### src/hdl/cdn_pkg.sv
// Shared types, constants and calendar tables for the date-to-day-number block.
// No dependencies; imported by every module under hdl/.
package cdn_pkg;

  localparam int unsigned DayW   = 6;
  localparam int unsigned MonthW = 4;
  localparam int unsigned YearW  = 16;
  localparam int unsigned CountW = 25;
  localparam int unsigned MagW   = 15;
  localparam int unsigned ProdW  = 24;
  localparam int unsigned CentW  = 9;

  localparam logic signed [YearW-1:0] ReformYear  = 16'sd1582;
  localparam logic signed [YearW-1:0] MinYear     = -16'sd45;
  localparam logic signed [YearW-1:0] CentYear17  = 16'sd1700;
  localparam logic signed [YearW-1:0] CentYear18  = 16'sd1800;
  localparam logic [16:0]             EpochYear   = 17'd1900;
  localparam logic [ProdW-1:0]        DaysPerYear = 24'd365;
  localparam logic [27:0]             RecipHund   = 28'd5243;
  localparam int unsigned             RecipShift  = 19;

  localparam logic [MonthW-1:0] MonthJan = 4'd1;
  localparam logic [MonthW-1:0] MonthFeb = 4'd2;
  localparam logic [MonthW-1:0] MonthSep = 4'd9;
  localparam logic [MonthW-1:0] MonthOct = 4'd10;
  localparam logic [MonthW-1:0] MonthDec = 4'd12;

  localparam logic [DayW-1:0] GapFirstDay = 6'd5;
  localparam logic [DayW-1:0] GapLastDay  = 6'd14;

  typedef struct packed {
    logic [DayW-1:0]          day_of_month;
    logic [MonthW-1:0]        month_number;
    logic signed [YearW-1:0]  year_number;
  } in_item_t;

  typedef struct packed {
    logic signed [CountW-1:0] day_count;
    logic                     date_valid;
  } out_item_t;

  // classified request passed from front to back
  typedef struct packed {
    logic                pre_ok;     // all checks except month length
    logic                after_epoch; // year >= 1900
    logic                mod4_zero;
    logic                cent_noleap; // 1700 or 1800
    logic                shift10;    // Julian-side ten-day shift applies
    logic                bc_year;
    logic [DayW-1:0]     day;
    logic [MonthW-1:0]   month;
    logic [MagW-1:0]     mag;        // |year - 1900|
    logic [ProdW-1:0]    yr_days;    // whole years times 365
    logic [CentW-1:0]    hund;       // centuries in mag, capped at 2 before 1900
  } front_item_t;

  function automatic logic [4:0] month_len(input logic [MonthW-1:0] m);
    logic [4:0] r;
    case (m)
      4'd1, 4'd3, 4'd5, 4'd7, 4'd8, 4'd10, 4'd12: r = 5'd31;
      4'd4, 4'd6, 4'd9, 4'd11:                    r = 5'd30;
      4'd2:                                       r = 5'd28;
      default:                                    r = 5'd0;
    endcase
    return r;
  endfunction

  // days before the month in a common year
  function automatic logic [8:0] days_before(input logic [MonthW-1:0] m);
    logic [8:0] r;
    case (m)
      4'd1:    r = 9'd0;
      4'd2:    r = 9'd31;
      4'd3:    r = 9'd59;
      4'd4:    r = 9'd90;
      4'd5:    r = 9'd120;
      4'd6:    r = 9'd151;
      4'd7:    r = 9'd181;
      4'd8:    r = 9'd212;
      4'd9:    r = 9'd243;
      4'd10:   r = 9'd273;
      4'd11:   r = 9'd304;
      4'd12:   r = 9'd334;
      default: r = 9'd0;
    endcase
    return r;
  endfunction

  function automatic logic [8:0] days_after(input logic [MonthW-1:0] m);
    logic [8:0] r;
    case (m)
      4'd1:    r = 9'd366;
      4'd2:    r = 9'd335;
      4'd3:    r = 9'd307;
      4'd4:    r = 9'd276;
      4'd5:    r = 9'd246;
      4'd6:    r = 9'd215;
      4'd7:    r = 9'd185;
      4'd8:    r = 9'd154;
      4'd9:    r = 9'd123;
      4'd10:   r = 9'd93;
      4'd11:   r = 9'd62;
      4'd12:   r = 9'd32;
      default: r = 9'd0;
    endcase
    return r;
  endfunction

endpackage

### src/hdl/calendar_date_to_day_number.sv
// Top level: calendar date to signed day count from 1 Jan 1900.
// Depends on cdn_pkg, cdn_front, cdn_queue, cdn_back.
//
//   channel  handshake               payload
//   in       in_valid_i/in_ready_o   in_item_i  (day, month, signed year)
//   out      out_valid_o/out_ready_i out_item_o (day count, valid flag)
//
// One request per cycle sustained while out_ready_i is high; path: queue, then output register.
// in_ready_o drops only when the two-entry queue is full.
// Reset clears queue pointers and the output valid; no clearing pass.
// A stalled output backs up into the queue, then into the input.
module calendar_date_to_day_number (
  input  logic               clk_i,
  input  logic               rst_ni,
  input  logic               in_valid_i,
  output logic               in_ready_o,
  input  cdn_pkg::in_item_t  in_item_i,
  output logic               out_valid_o,
  input  logic               out_ready_i,
  output cdn_pkg::out_item_t out_item_o
);
  import cdn_pkg::*;

  front_item_t cls;
  front_item_t head;
  logic        q_full;
  logic        q_valid;
  logic        q_pop;

  assign in_ready_o = !q_full;

  cdn_front u_front (
    .item_i (in_item_i),
    .cls_o  (cls)
  );

  cdn_queue u_queue (
    .clk_i       (clk_i),
    .rst_ni      (rst_ni),
    .push_i      (in_valid_i && !q_full),
    .push_item_i (cls),
    .full_o      (q_full),
    .pop_i       (q_pop),
    .valid_o     (q_valid),
    .head_o      (head)
  );

  cdn_back u_back (
    .clk_i       (clk_i),
    .rst_ni      (rst_ni),
    .valid_i     (q_valid),
    .item_i      (head),
    .pop_o       (q_pop),
    .out_valid_o (out_valid_o),
    .out_ready_i (out_ready_i),
    .out_item_o  (out_item_o)
  );

endmodule

### src/hdl/cdn_front.sv
// Front end: range checks, year classification and the two constant multiplies.
// Depends on cdn_pkg.
module cdn_front (
  input  cdn_pkg::in_item_t    item_i,
  output cdn_pkg::front_item_t cls_o
);
  import cdn_pkg::*;

  logic signed [YearW-1:0] y;
  logic [DayW-1:0]   d;
  logic [MonthW-1:0] m;
  logic [16:0]       diff_full;
  logic [16:0]       ndiff_full;
  logic              after_epoch;
  logic [MagW-1:0]   mag;
  logic [MagW-1:0]   yr_opnd;
  logic [27:0]       hund_prod;
  logic              gap;

  assign y = item_i.year_number;
  assign d = item_i.day_of_month;
  assign m = item_i.month_number;

  assign diff_full   = {y[YearW-1], y} - EpochYear;
  assign ndiff_full  = EpochYear - {y[YearW-1], y};
  assign after_epoch = ~diff_full[16];
  assign mag         = after_epoch ? diff_full[MagW-1:0] : {4'd0, ndiff_full[10:0]};
  assign yr_opnd     = after_epoch ? mag : mag - 15'd1;
  assign hund_prod   = 28'(mag) * RecipHund;

  assign gap = (y == ReformYear) && (m == MonthOct) && (d >= GapFirstDay) && (d <= GapLastDay);

  always_comb begin
    cls_o.pre_ok = (m >= MonthJan) && (m <= MonthDec) && (d != '0) && (y != '0)
                   && (y >= MinYear) && !gap;
    cls_o.after_epoch = after_epoch;
    cls_o.mod4_zero   = (y[1:0] == 2'b00);
    cls_o.cent_noleap = (y == CentYear17) || (y == CentYear18);
    cls_o.shift10     = (y < ReformYear) ||
                        ((y == ReformYear) && ((m <= MonthSep) ||
                         ((m == MonthOct) && (d < GapFirstDay))));
    cls_o.bc_year     = y[YearW-1];
    cls_o.day         = d;
    cls_o.month       = m;
    cls_o.mag         = mag;
    cls_o.yr_days     = ProdW'(yr_opnd) * DaysPerYear;
    if (after_epoch) begin
      cls_o.hund = hund_prod[RecipShift +: CentW];
    end else if (mag >= 15'd200) begin
      cls_o.hund = 9'd2;
    end else if (mag >= 15'd100) begin
      cls_o.hund = 9'd1;
    end else begin
      cls_o.hund = '0;
    end
  end

endmodule

### src/hdl/cdn_queue.sv
// Two-entry queue of classified requests between front and back.
// Depends on cdn_pkg.
module cdn_queue (
  input  logic                 clk_i,
  input  logic                 rst_ni,
  input  logic                 push_i,
  input  cdn_pkg::front_item_t push_item_i,
  output logic                 full_o,
  input  logic                 pop_i,
  output logic                 valid_o,
  output cdn_pkg::front_item_t head_o
);
  import cdn_pkg::*;

  front_item_t slot_q [2];
  logic        wr_ptr_q, wr_ptr_d;
  logic        rd_ptr_q, rd_ptr_d;
  logic [1:0]  cnt_q, cnt_d;

  assign full_o  = (cnt_q == 2'd2);
  assign valid_o = (cnt_q != 2'd0);
  assign head_o  = slot_q[rd_ptr_q];

  always_comb begin
    wr_ptr_d = wr_ptr_q ^ push_i;
    rd_ptr_d = rd_ptr_q ^ pop_i;
    cnt_d    = cnt_q + {1'b0, push_i} - {1'b0, pop_i};
  end

  always_ff @(posedge clk_i or negedge rst_ni) begin
    if (!rst_ni) begin
      wr_ptr_q <= 1'b0;
      rd_ptr_q <= 1'b0;
      cnt_q    <= 2'd0;
    end else begin
      wr_ptr_q <= wr_ptr_d;
      rd_ptr_q <= rd_ptr_d;
      cnt_q    <= cnt_d;
    end
  end

  always_ff @(posedge clk_i) begin
    if (push_i) begin
      slot_q[wr_ptr_q] <= push_item_i;
    end
  end

endmodule

### src/hdl/cdn_back.sv
// Back end: leap decision, month-length check, day sum and output register.
// Depends on cdn_pkg.
module cdn_back (
  input  logic                 clk_i,
  input  logic                 rst_ni,
  input  logic                 valid_i,
  input  cdn_pkg::front_item_t item_i,
  output logic                 pop_o,
  output logic                 out_valid_o,
  input  logic                 out_ready_i,
  output cdn_pkg::out_item_t   out_item_o
);
  import cdn_pkg::*;

  logic            out_valid_q, out_valid_d;
  out_item_t       out_q, out_d;
  logic [15:0]     hund_x100;
  logic            rem_zero;
  logic            leap;
  logic [4:0]      mlen;
  logic            ok;
  logic [CentW-1:0] q400;
  logic [MagW-1:0] nleap;
  logic [CountW-1:0] base, adj, tot;

  assign pop_o = valid_i && (!out_valid_q || out_ready_i);

  always_comb begin
    hund_x100 = {1'b0, item_i.hund, 6'd0} + {2'b0, item_i.hund, 5'd0}
              + {5'b0, item_i.hund, 2'd0};
    rem_zero  = ({1'b0, item_i.mag} == hund_x100);
    leap = item_i.mod4_zero && !item_i.cent_noleap &&
           !(item_i.after_epoch && rem_zero && (item_i.hund[1:0] != 2'b01));
    mlen = (item_i.month == MonthFeb) ? (leap ? 5'd29 : 5'd28) : month_len(item_i.month);
    ok   = item_i.pre_ok && ({1'b0, item_i.day} <= {2'b0, mlen});

    if (item_i.after_epoch && (item_i.hund != '0)) begin
      q400 = 9'd1 + ((item_i.hund - 9'd1) >> 2);
    end else begin
      q400 = '0;
    end
    nleap = (item_i.mag >> 2) - MagW'(item_i.hund) + MagW'(q400);
    base  = CountW'(item_i.yr_days) + CountW'(nleap);

    if (item_i.after_epoch) begin
      adj = CountW'(days_before(item_i.month)) + CountW'(item_i.day) - 25'd1
          - CountW'(leap && (item_i.month <= MonthFeb));
    end else begin
      adj = CountW'(days_after(item_i.month)) - CountW'(item_i.day)
          - (item_i.shift10 ? 25'd10 : 25'd0)
          - (item_i.bc_year ? 25'd366 : 25'd0)
          - CountW'(leap && (item_i.month > MonthFeb));
    end
    tot = base + adj;

    out_d.date_valid = ok;
    if (!ok) begin
      out_d.day_count = '0;
    end else if (item_i.after_epoch) begin
      out_d.day_count = signed'(tot);
    end else begin
      out_d.day_count = signed'(-tot);
    end

    out_valid_d = pop_o || (out_valid_q && !out_ready_i);
  end

  always_ff @(posedge clk_i or negedge rst_ni) begin
    if (!rst_ni) begin
      out_valid_q <= 1'b0;
    end else begin
      out_valid_q <= out_valid_d;
    end
  end

  always_ff @(posedge clk_i) begin
    if (pop_o) begin
      out_q <= out_d;
    end
  end

  assign out_valid_o = out_valid_q;
  assign out_item_o  = out_q;

endmodule
### config.mk
export PLATFORM = sky130hd
export DESIGN_NAME = calendar_date_to_day_number
export DESIGN_NICKNAME = d
export VERILOG_FILES = /design/src/hdl/cdn_pkg.sv /design/src/hdl/calendar_date_to_day_number.sv /design/src/hdl/cdn_front.sv /design/src/hdl/cdn_queue.sv /design/src/hdl/cdn_back.sv
export SDC_FILE = /design/constraint.sdc
export NUM_CORES = 1
export LEC_CHECK = 0
export BUFFER_PORTS_ARGS = -buffer_cell sky130_fd_sc_hd__buf_2
export CAP_MARGIN = 15
export CORE_ASPECT_RATIO = 0.6
export CORE_UTILIZATION = 59
export CTS_CLUSTER_DIAMETER = 200
export DETAILED_ROUTE_END_ITERATION = 12
export HOLD_SLACK_MARGIN = 0.12
export PLACE_DENSITY = 0.79
export SYNTH_ARGS = -nofsm -noshare
export SYNTH_HDL_FRONTEND = slang
export SYNTH_SLANG_ARGS = --single-unit
### constraint.sdc
create_clock -name clk_i -period 9.75 [get_ports clk_i]
set_clock_uncertainty 0.1 [all_clocks]
set_input_delay 1.95 -clock clk_i [delete_from_list [all_inputs] [get_ports clk_i]]
set_output_delay 1.95 -clock clk_i [all_outputs]
set_load 0.02 [all_outputs]
# Yosys cells after proc, flatten, opt, wreduce, memory -nomap -nowiden
# Memories as Yosys holds them, arrays and structs flattened.
# Index checks and enable logic that the tools add are counted.
[totals]
ramBits = 128
inputBits = 30
out_inout_bits = 28
reg_bits = 31
romBits = 368
wordCells = 110
memories = 4
[op_classes]
n_eq_ne = 8
magnitude_cmp = 13
mux = 16
bitwise = 3
n_mul = 2
addsub = 21
n_reduce_logical = 37
[memory_table]
columns = ["name", "words", "word_bits", "rd", "rd_clocked_by_memory_dff", "wr", "line_no", "rtl"]
rows = [
  ["(no name shown)", 16, 9, 1, 0, 0, "cdn_pkg.sv:71", "case (m)"],
  ["(no name shown)", 16, 9, 1, 0, 0, "cdn_pkg.sv:91", "case (m)"],
  ["u_queue.slot_q", 2, 64, 1, 0, 1, "cdn_queue.sv:15", "front_item_t slot_q [2];"],
  ["(no name shown)", 16, 5, 1, 0, 0, "cdn_pkg.sv:59", "case (m)"],
]
[op_table]
columns = ["cell", "n"]
rows = [
  ["two-way mux 25 bit", 2],
  ["subtractor 25 x 1 -> 25 bit", 2],
  ["subtractor 25 bit", 2],
  ["== test 16 x 12 -> 1 bit (second input constant)", 3],
  ["two-way mux 9 bit", 5],
  ["two-way mux 15 bit", 2],
  ["multiplier 15 x 13 -> 28 bit (second input constant)", 1],
  ["adder 24 x 15 -> 25 bit", 1],
  ["adder 25 bit", 1],
  ["negation 25 bit", 1],
  ["subtractor 25 x 1 -> 25 bit (second input constant)", 1],
  ["multiplier 15 x 9 -> 24 bit (second input constant)", 1],
  ["logical AND 1 bit", 21],
  ["subtractor 16 x 12 -> 17 bit (second input constant)", 1],
  ["adder 15 x 14 -> 16 bit", 1],
  ["adder 16 x 11 -> 16 bit", 1],
  ["== test 15 x 16 -> 1 bit", 1],
  ["greater-or-equal comparator 16 x 7 -> 1 bit (second input constant)", 1],
  ["< comparator 16 x 12 -> 1 bit (second input constant)", 1],
  ["nonzero test 16 bit", 1],
  ["adder 15 x 9 -> 15 bit", 1],
  ["greater-or-equal comparator 15 x 7 -> 1 bit (second input constant)", 1],
  ["greater-or-equal comparator 15 x 8 -> 1 bit (second input constant)", 1],
  ["subtractor 15 x 1 -> 15 bit (second input constant)", 1],
  ["other kinds (32)", 46],
]

# Depth between registers and ports, before layout
# Gate-level depths: netlist (run 1).
# An unclocked memory read counts as a cell.
[logic_depth]
ltp_word = 14
depth_mapped = 42

# Hierarchy
# Synthesis (run 1) repeated with hierarchy kept, for this count alone.
[hier_totals]
hier_cells = 2074
hier_area_um2 = 20319.5
[by_module_without_submodules]
columns = ["mod", "area_each_um2", "cells_each", "instances"]
rows = [
  ["cdn_front", 7917.6, 929, 1],
  ["cdn_back", 7357.1, 928, 1],
  ["cdn_queue", 5034.8, 215, 1],
  ["calendar_date_to_day_number", 10.0, 2, 1],
]

# Worst setup path after synthesis (run 1)
# No wires, ideal clock.
[synth_timing]
kind = "input-to-reg"
from = "input port in_item_i[2] (netlist name)"
to = "memory u_queue.slot_q[0][31] (netlist name), data pin"
required_time_ns = 9.389
slack_ns = 0.037
path_stages = 30
t_arrival_ns = 9.352
setup_time_ns = 0.261
n_path_buf = 1
cell_sequence = "ha_1 -> nor2_1 -> o21ai_0 -> a41oi_1 -> a21o_1 -> clkbuf_1 -> a21oi_1 -> xnor2_1 -> inv_1 -> ha_1 -> nand3_1 -> nand2_1 -> and3_1 -> xor2_1 -> ha_1 -> fa_1 -> inv_1 -> fa_1 -> fa_1 -> inv_1 -> ha_1 -> a21oi_1 -> o21ai_0 -> a2111o_1 -> a31o_2 -> o2111a_1 -> o21a_1 -> o21a_1 -> o41a_1 -> xor2_1"
[synth_rtl]
columns = ["item", "line_no", "rtl"]
rows = [
  ["from (decl)", "calendar_date_to_day_number.sv:17", "input cdn_pkg::in_item_t in_item_i,"],
  ["to (decl)", "cdn_queue.sv:15", ""],
]

==> results of run 1 <==
layout by cell type (no fill, tap or decap), drive strengths merged, types with 6 or more instances in the layout:
| cell | count |
|---|---|
| a211oi | 18 |
| a21o | 32 |
| clkbuf | 18 |
| a31oi | 19 |
| xnor2 | 95 |
| a211o | 6 |
| o31ai | 7 |
| o21a | 20 |
| clkinv | 9 |
| nor2b | 16 |
| nand2b | 21 |
| inv | 290 |
| a21oi | 80 |
| mux2 | 25 |
| o21ai | 92 |
| nor3 | 35 |
| o21bai | 8 |
| buf | 130 |
| xor2 | 53 |
| nand2 | 106 |
| o211ai | 10 |
| or2 | 9 |
| nor2 | 135 |
| edfxtp | 154 |
| a21boi | 10 |
| and3 | 21 |
| or3 | 19 |
| o22ai | 7 |
| fa | 144 |
| nand3 | 29 |
| ha | 310 |
| mux2i | 46 |
| nor4 | 6 |
| and2 | 10 |
| nand4 | 11 |
area by class of cell:
class	count	area [um^2]	area share, %
Timing Repair Buffer	130	837	3.93
Clock buffer	18	429	2.01
Sequential cell	159	4750	22.3
Multi-Input combinational cell	1476	13500	63.4
Tap cell	424	531	2.49
Clock inverter	13	148	0.693
Inverter	291	1100	5.15
worst paths after layout:
check                      slack, ns                    end  cells after the start             start
setup / recovery                0.38  u_queue.slot_q[1][31]                     30      in_item_i[2]
hold / removal                  0.43       u_queue.cnt_q[0]                      1  u_queue.cnt_q[0]
setup reg to reg                0.43  u_back.out_item_o[25]                     37  u_queue.rd_ptr_q
hold reg to reg                 0.43       u_queue.cnt_q[0]                      1  u_queue.cnt_q[0]
max in group asynchronous       8.19       u_queue.rd_ptr_q                      1            rst_ni
min in group asynchronous       1.21       u_queue.cnt_q[1]                      1            rst_ni
logic make-up after synthesis:
group | Yosys count | synth area share (%)
adders and majority gates | 454 | 34.7
and+or+nand+nor | 441 | 11.2
AOI/OAI and AO/OA | 362 | 12.5
buffers and inverters | 327 | 6.44
DFF | 159 | 24.4
xor gates and xnor gates | 148 | 6.66
muxes | 71 | 4.06
timing repair:
| action | in CTS | in global routing |
|---|---|---|
| endpoints found under the hold margin | 0 | 0 |
| buffers inserted | 0 | 3 |
| endpoints found under the setup margin | 0 | 11 |
| gates resized for setup | 0 | 5 |
Yosys cell counts (10+ instances only):
library cell,number,area share [%]
sky130_fd_sc_hd__ha_1,310,20
sky130_fd_sc_hd__inv_1,290,5.6
sky130_fd_sc_hd__edfxtp_1,154,24
sky130_fd_sc_hd__fa_1,144,15
sky130_fd_sc_hd__nor2_1,135,2.6
sky130_fd_sc_hd__nand2_1,106,2.0
sky130_fd_sc_hd__xnor2_1,95,4.3
sky130_fd_sc_hd__o21ai_0,88,2.3
sky130_fd_sc_hd__a21oi_1,77,2.0
sky130_fd_sc_hd__xor2_1,53,2.4
sky130_fd_sc_hd__mux2i_1,42,2.2
sky130_fd_sc_hd__a21o_1,32,1.2
sky130_fd_sc_hd__nor3_1,30,0.77
sky130_fd_sc_hd__nand3_1,29,0.75
sky130_fd_sc_hd__clkbuf_1,24,0.46
sky130_fd_sc_hd__mux2_2,23,1.3
sky130_fd_sc_hd__and3_1,21,0.67
sky130_fd_sc_hd__nand2b_1,21,0.67
sky130_fd_sc_hd__o21a_1,20,0.77
sky130_fd_sc_hd__or3_1,19,0.61
sky130_fd_sc_hd__a31oi_1,17,0.55
sky130_fd_sc_hd__a211oi_1,16,0.62
sky130_fd_sc_hd__nor2b_1,16,0.51
sky130_fd_sc_hd__nand4_1,11,0.35
sky130_fd_sc_hd__a21boi_0,10,0.39
sky130_fd_sc_hd__and2_1,10,0.32
sky130_fd_sc_hd__o211ai_1,10,0.39
through the flow:
step	setup TNS [ns]	instance area (um^2)	hold WS (ns)	setup WS [ns]	util [%]
after floorplan	0	19500	0.368	0.0369	-
after global placement	0	20700	0.385	0.136	63.7
after detailed placement	-0.305	20700	0.421	-0.153	63.7
after CTS	0	21300	0.435	0.313	65.4
after global routing	0	21300	0.457	0.0163	65.6
final	0	21300	0.432	0.384	65.6
state kept, by name, summed over array words and instances, names as in the netlist:
register and flops:
u_back.out_valid_o 1, u_queue.cnt_q 2, u_queue.slot_q 128, u_back.out_item_o 26, u_queue.rd_ptr_q 1, u_queue.wr_ptr_q 1
worst max-delay path: cells and delay by family:
kind            cells  cell delay [ns]
xor+xnor            3             0.59
simple gates        5             0.78
compound gates     11             2.92
buf+inv             4             0.47
fa+ha+maj           7             2.73
per-layer routing:
metal,up-vias,share of wire [%],track usage [%]
li1,7025,-,-
met1,7254,48,44.5
met2,546,41,43.1
met3,49,10,9.38
met4,0,0.95,4.61
met5,-,0,0
==> metrics.txt, run 1 <==
path category of the worst min-delay check reg -> reg; Layout fillers approximately 2500; fraction of layout cells with a size suffix above 1 between 10 and 15%; area growth from synthesis to layout 9.38%; H-tree lvl count 4; total track usage 29.9%; die width 237 um; Syn Area/Cell just under 10 um^2; post-DR wirelength/cell ~20 um; worst slew pin tran 1.29 ns; antenna violations before repair 1; row count 51; drt via density approximately 5.9; first-pass iteration count of the detailed router 6; highest attainable clock frequency between 0.1 and 0.15 GHz; clock transition at the register clock pins on the worst setup and hold paths after CTS 0.06 ns; deepest clock path buffer count 2; Final Slew Violations 0; minimum period implied by the final worst setup slack roughly 9.4 ns; max cap viols 0; DRT antenna net count 0; IO Pins between 50 and 60; post-synthesis cell count 1962; distinct cell type count after synthesis 94; post-cts hold buffer count 0; most used flip-flop cell after synthesis sky130_fd_sc_hd__edfxtp_1; y dimension of the die approximately 140 um; largest net degree at the start of global routing 65; number of synthesis warnings 0; n_diodes 0; Synth Cell Area roughly 20000 um^2; critical path type in -> reg; Syn Nets 2446; die area 33800 um^2; CP required approximately 9.8 ns; HPWL after detailed placement around 40 mm; Final Routed Wirelength 49.2 mm; Critical Path Most Common Cell sky130_fd_sc_hd__ha_1; crit path DAT 9.46 ns; Slowest-stage cell, CP sky130_fd_sc_hd__fa_1; setup repair after global routing missed its margin false; maximum fanout count along the critical path 9; category of the worst setup path launch point input port; TritonCTS clock tree built; FF+latch count, synth ~160; Vias 14874; number of enable flip-flop cells after synthesis between 150 and 200; I/O Buffers 57; proportion of synthesized chip area in sequential cells 24.4%; via count of the first global-routing pass 14648; Cells after DPL 2477; CTS sink cnt 159; first-pass GRT wire length between 70 and 80 mm; initial core utilization about 60%; Placer Congestion approximately 0.96; run status finished clean; placeable core region 32500 um^2; Async S/R FF share, synth 3.14%; Detailed Route Iter0 Violations around 1400; clock latency of the later-clocked register in the worst-skew pair 0.44 ns; count of endpoints failing setup in the final report 0; ratio of final minimum period to clock period 96.1%; highest cell delay on the worst timing path approximately 0.56 ns; overall overflow remaining after global route 0; number of hold violations in the final report 0; Non-Filler Instances 2511; number of buffers created by CTS 17; final net count ~2600; root buffer cell sky130_fd_sc_hd__clkbuf_16; remaining max-slew budget at the tightest pin about an eighth; post-route DRC violation count 0; Critical Path End Type register
Power of run 1 is not shown: default switching activity piles up to over one toggle a cycle in this logic, so the estimate is an artifact.
==> run 2, diff against run 1 <==
GPL_TIMING_DRIVEN = 0   (was default)
==> run 2 against run 1 <==
Net effect:
- wire length is 2.4% higher
- global-route usage is 0.58 points higher
- sequential cell count stayed put
- worst hold slack better by 0.0093 ns
- register-to-register slack worse by 0.24 ns
- die area stayed put
- critical path depth is 8 higher
- maximum frequency is 2.0% lower
- critical endpoint is now u_back.out_item_o[24]
- largest cell class unchanged
==> metrics.txt, run 2 (synthesis gave the netlist of run 1 again) <==
highest cell delay on the worst timing path 0.64 ns (was 0.56 ns); TNS Setup 0 ns (unchanged); category of the worst setup path launch point register (was input port); fin area 21600 um^2 (was 21300 um^2); CTS sink cnt 159 (unchanged); Detailed Route Iter0 Violations 1409 (was 1368); post-route DRC violation count 0 (unchanged); placeable core region 32500 um^2 (unchanged); highest attainable clock frequency 0.105 GHz (was 0.107 GHz); most used cells in the layout excluding fill and tap cells sky130_fd_sc_hd__ha_1, sky130_fd_sc_hd__inv_1, sky130_fd_sc_hd__edfxtp_1 (unchanged); die width 237 um (unchanged); Final Slew Violations 0 (unchanged); CP required 9.85 ns (was 9.84 ns); antenna violations before repair 0 (was 1); n_diodes 0 (unchanged); TritonCTS clock tree built (unchanged); Vias 15157 (was 14874); sum of buffers and inverters on the critical path 8 (was 4); root buffer cell sky130_fd_sc_hd__clkbuf_16 (unchanged); Critical Path End Type register (unchanged); path category of the worst min-delay check reg -> reg (unchanged); minimum period implied by the final worst setup slack 9.56 ns (was 9.37 ns); worst slew pin tran 1.36 ns (was 1.29 ns); Placer Congestion 0.957 (about the same); Cells after DPL 2445 (was 2477); first-pass iteration count of the detailed router 6 (unchanged); fraction of layout cells with a size suffix above 1 11.8% (was 11.2%); final net count 2543 (was 2559); die area 33800 um^2 (unchanged); Critical path origin u_queue.rd_ptr_q (was in_item_i[2]); critical path type reg -> reg (was in -> reg); post-DR wirelength/cell 20.2 um (was 19.6 um); ratio of final minimum period to clock period 98.0% (was 96.1%); count of endpoints failing setup in the final report 0 (unchanged); deepest clock path buffer count 2 (unchanged); Final Routed Wirelength 50.4 mm (was 49.2 mm); CP delay by family, top compound AO/OA/AOI/OAI gates (unchanged); area growth from synthesis to layout 10.9% (was 9.38%); via count of the first global-routing pass 14728 (was 14648); I/O Buffers 54 (was 57); max cap viols 0 (unchanged); DRT antenna net count 0 (unchanged); number of buffers created by CTS 17 (unchanged); remaining max-slew budget at the tightest pin 8.37% (was 12.0%); clock latency of the later-clocked register in the worst-skew pair 0.45 ns (was 0.44 ns); largest net degree at the start of global routing 59 (was 65); maximum fanout count along the critical path 10 (was 9); row count 51 (unchanged); y dimension of the die 143 um (unchanged); initial core utilization 60.0% (unchanged); instance area after placement 20400 um^2 (was 20700 um^2); clock transition at the register clock pins on the worst setup and hold paths after CTS 0.07 ns (was 0.06 ns); number of flip-flops in the largest register 128 (unchanged); number of hold violations in the final report 0 (unchanged); post-cts hold buffer count 0 (unchanged); IO Pins 58 (unchanged); H-tree lvl count 4 (unchanged); run status finished clean (unchanged); Critical Path Most Common Cell sky130_fd_sc_hd__buf_12 (was sky130_fd_sc_hd__ha_1); overall overflow remaining after global route 0 (unchanged); HPWL after detailed placement 40.4 mm (was 39.9 mm); start point of the worst hold path u_queue.cnt_q[1] (was u_queue.cnt_q[0]); most common cell after layout, fill and taps aside sky130_fd_sc_hd__ha_1 (unchanged); Slowest-stage cell, CP sky130_fd_sc_hd__fa_1 (unchanged); drt via density 6.07 (was 5.92); Non-Filler Instances 2496 (was 2511); first-pass GRT wire length 79.1 mm (was 77.7 mm); total track usage 30.5% (was 29.9%); origin of the critical flop-to-flop path u_queue.rd_ptr_q (unchanged); register with the most flip-flops u_queue.slot_q (unchanged); crit path DAT 9.66 ns (was 9.46 ns)
==> run 2: cell count changes in the layout (fill, tap and decap cells not counted), moves of 6 or more <==
cell	change
sky130_fd_sc_hd__buf_4	-55
sky130_fd_sc_hd__clkbuf_1	+18
sky130_fd_sc_hd__mux2i_1	-8
sky130_fd_sc_hd__xnor2_1	-7
sky130_fd_sc_hd__o21ai_0	-6
sky130_fd_sc_hd__xnor2_2	+6
==> run 2: final cells by class <==
| class | instances | area [um^2] |
|---|---|---|
| buffer | 35 | 231 |
| clock buffer | 18 | 429 |
| clock inverter | 14 | 239 |
| fill | 2475 | 10900 |
| inverter | 291 | 1100 |
| multi-input combinational | 1476 | 13800 |
| sequential | 159 | 4750 |
| tap | 424 | 531 |
| timing repair buffer | 79 | 518 |
==> run 2: worst reg2reg max path: cells and delay by family, from the launching register on <==
family	cells	cell delay, ns
AOI/OAI and AO/OA	14	2.75
adders and majority gates	5	2.26
and+or+nand+nor	7	1.76
buffers and inverters	8	1.11
muxes	2	0.63
DFF	1	0.38
xor gates and xnor gates	2	0.32
==> run 2: final timing paths <==
kind / end / slack (ns) / depth (start not counted)
setup / recovery: u_back.out_item_o[24] / 0.19 / 38
hold / removal: u_queue.cnt_q[1] / 0.44 / 1
setup reg to reg: u_back.out_item_o[24] / 0.19 / 38
hold reg to reg: u_queue.cnt_q[1] / 0.44 / 1
max in group asynchronous: u_queue.rd_ptr_q / 8.19 / 1
min in group asynchronous: u_queue.cnt_q[1] / 1.21 / 1
==> run 2: through the flow <==
stage / hold slack [ns] / util (%) / setup slack [ns]
floorplan: 0.368 / - / 0.0369
global placement: 0.384 / 62.4 / -2.48
detailed placement: 0.426 / 62.9 / -2.74
CTS: 0.438 / 65.3 / 0.00879
global route: 0.463 / 66.5 / -0.0636
finish: 0.441 / 66.5 / 0.191
==> run 2: layer usage <==
| metal | GRT usage, % | wire [um] |
|---|---|---|
| met2 | 44.5 | 21000 |
| met4 | 6.63 | 596 |
| met3 | 8.41 | 5020 |
| met1 | 45.0 | 23800 |
| met5 | 0 | 0 |
==> run 2: repair_timing <==
item	in CTS	in global routing
gates resized for setup	42	58
buffers inserted	1	16
pin swaps	1	5
setup endpoints to repair	48	34
Power of run 2 is left out for the same reason.
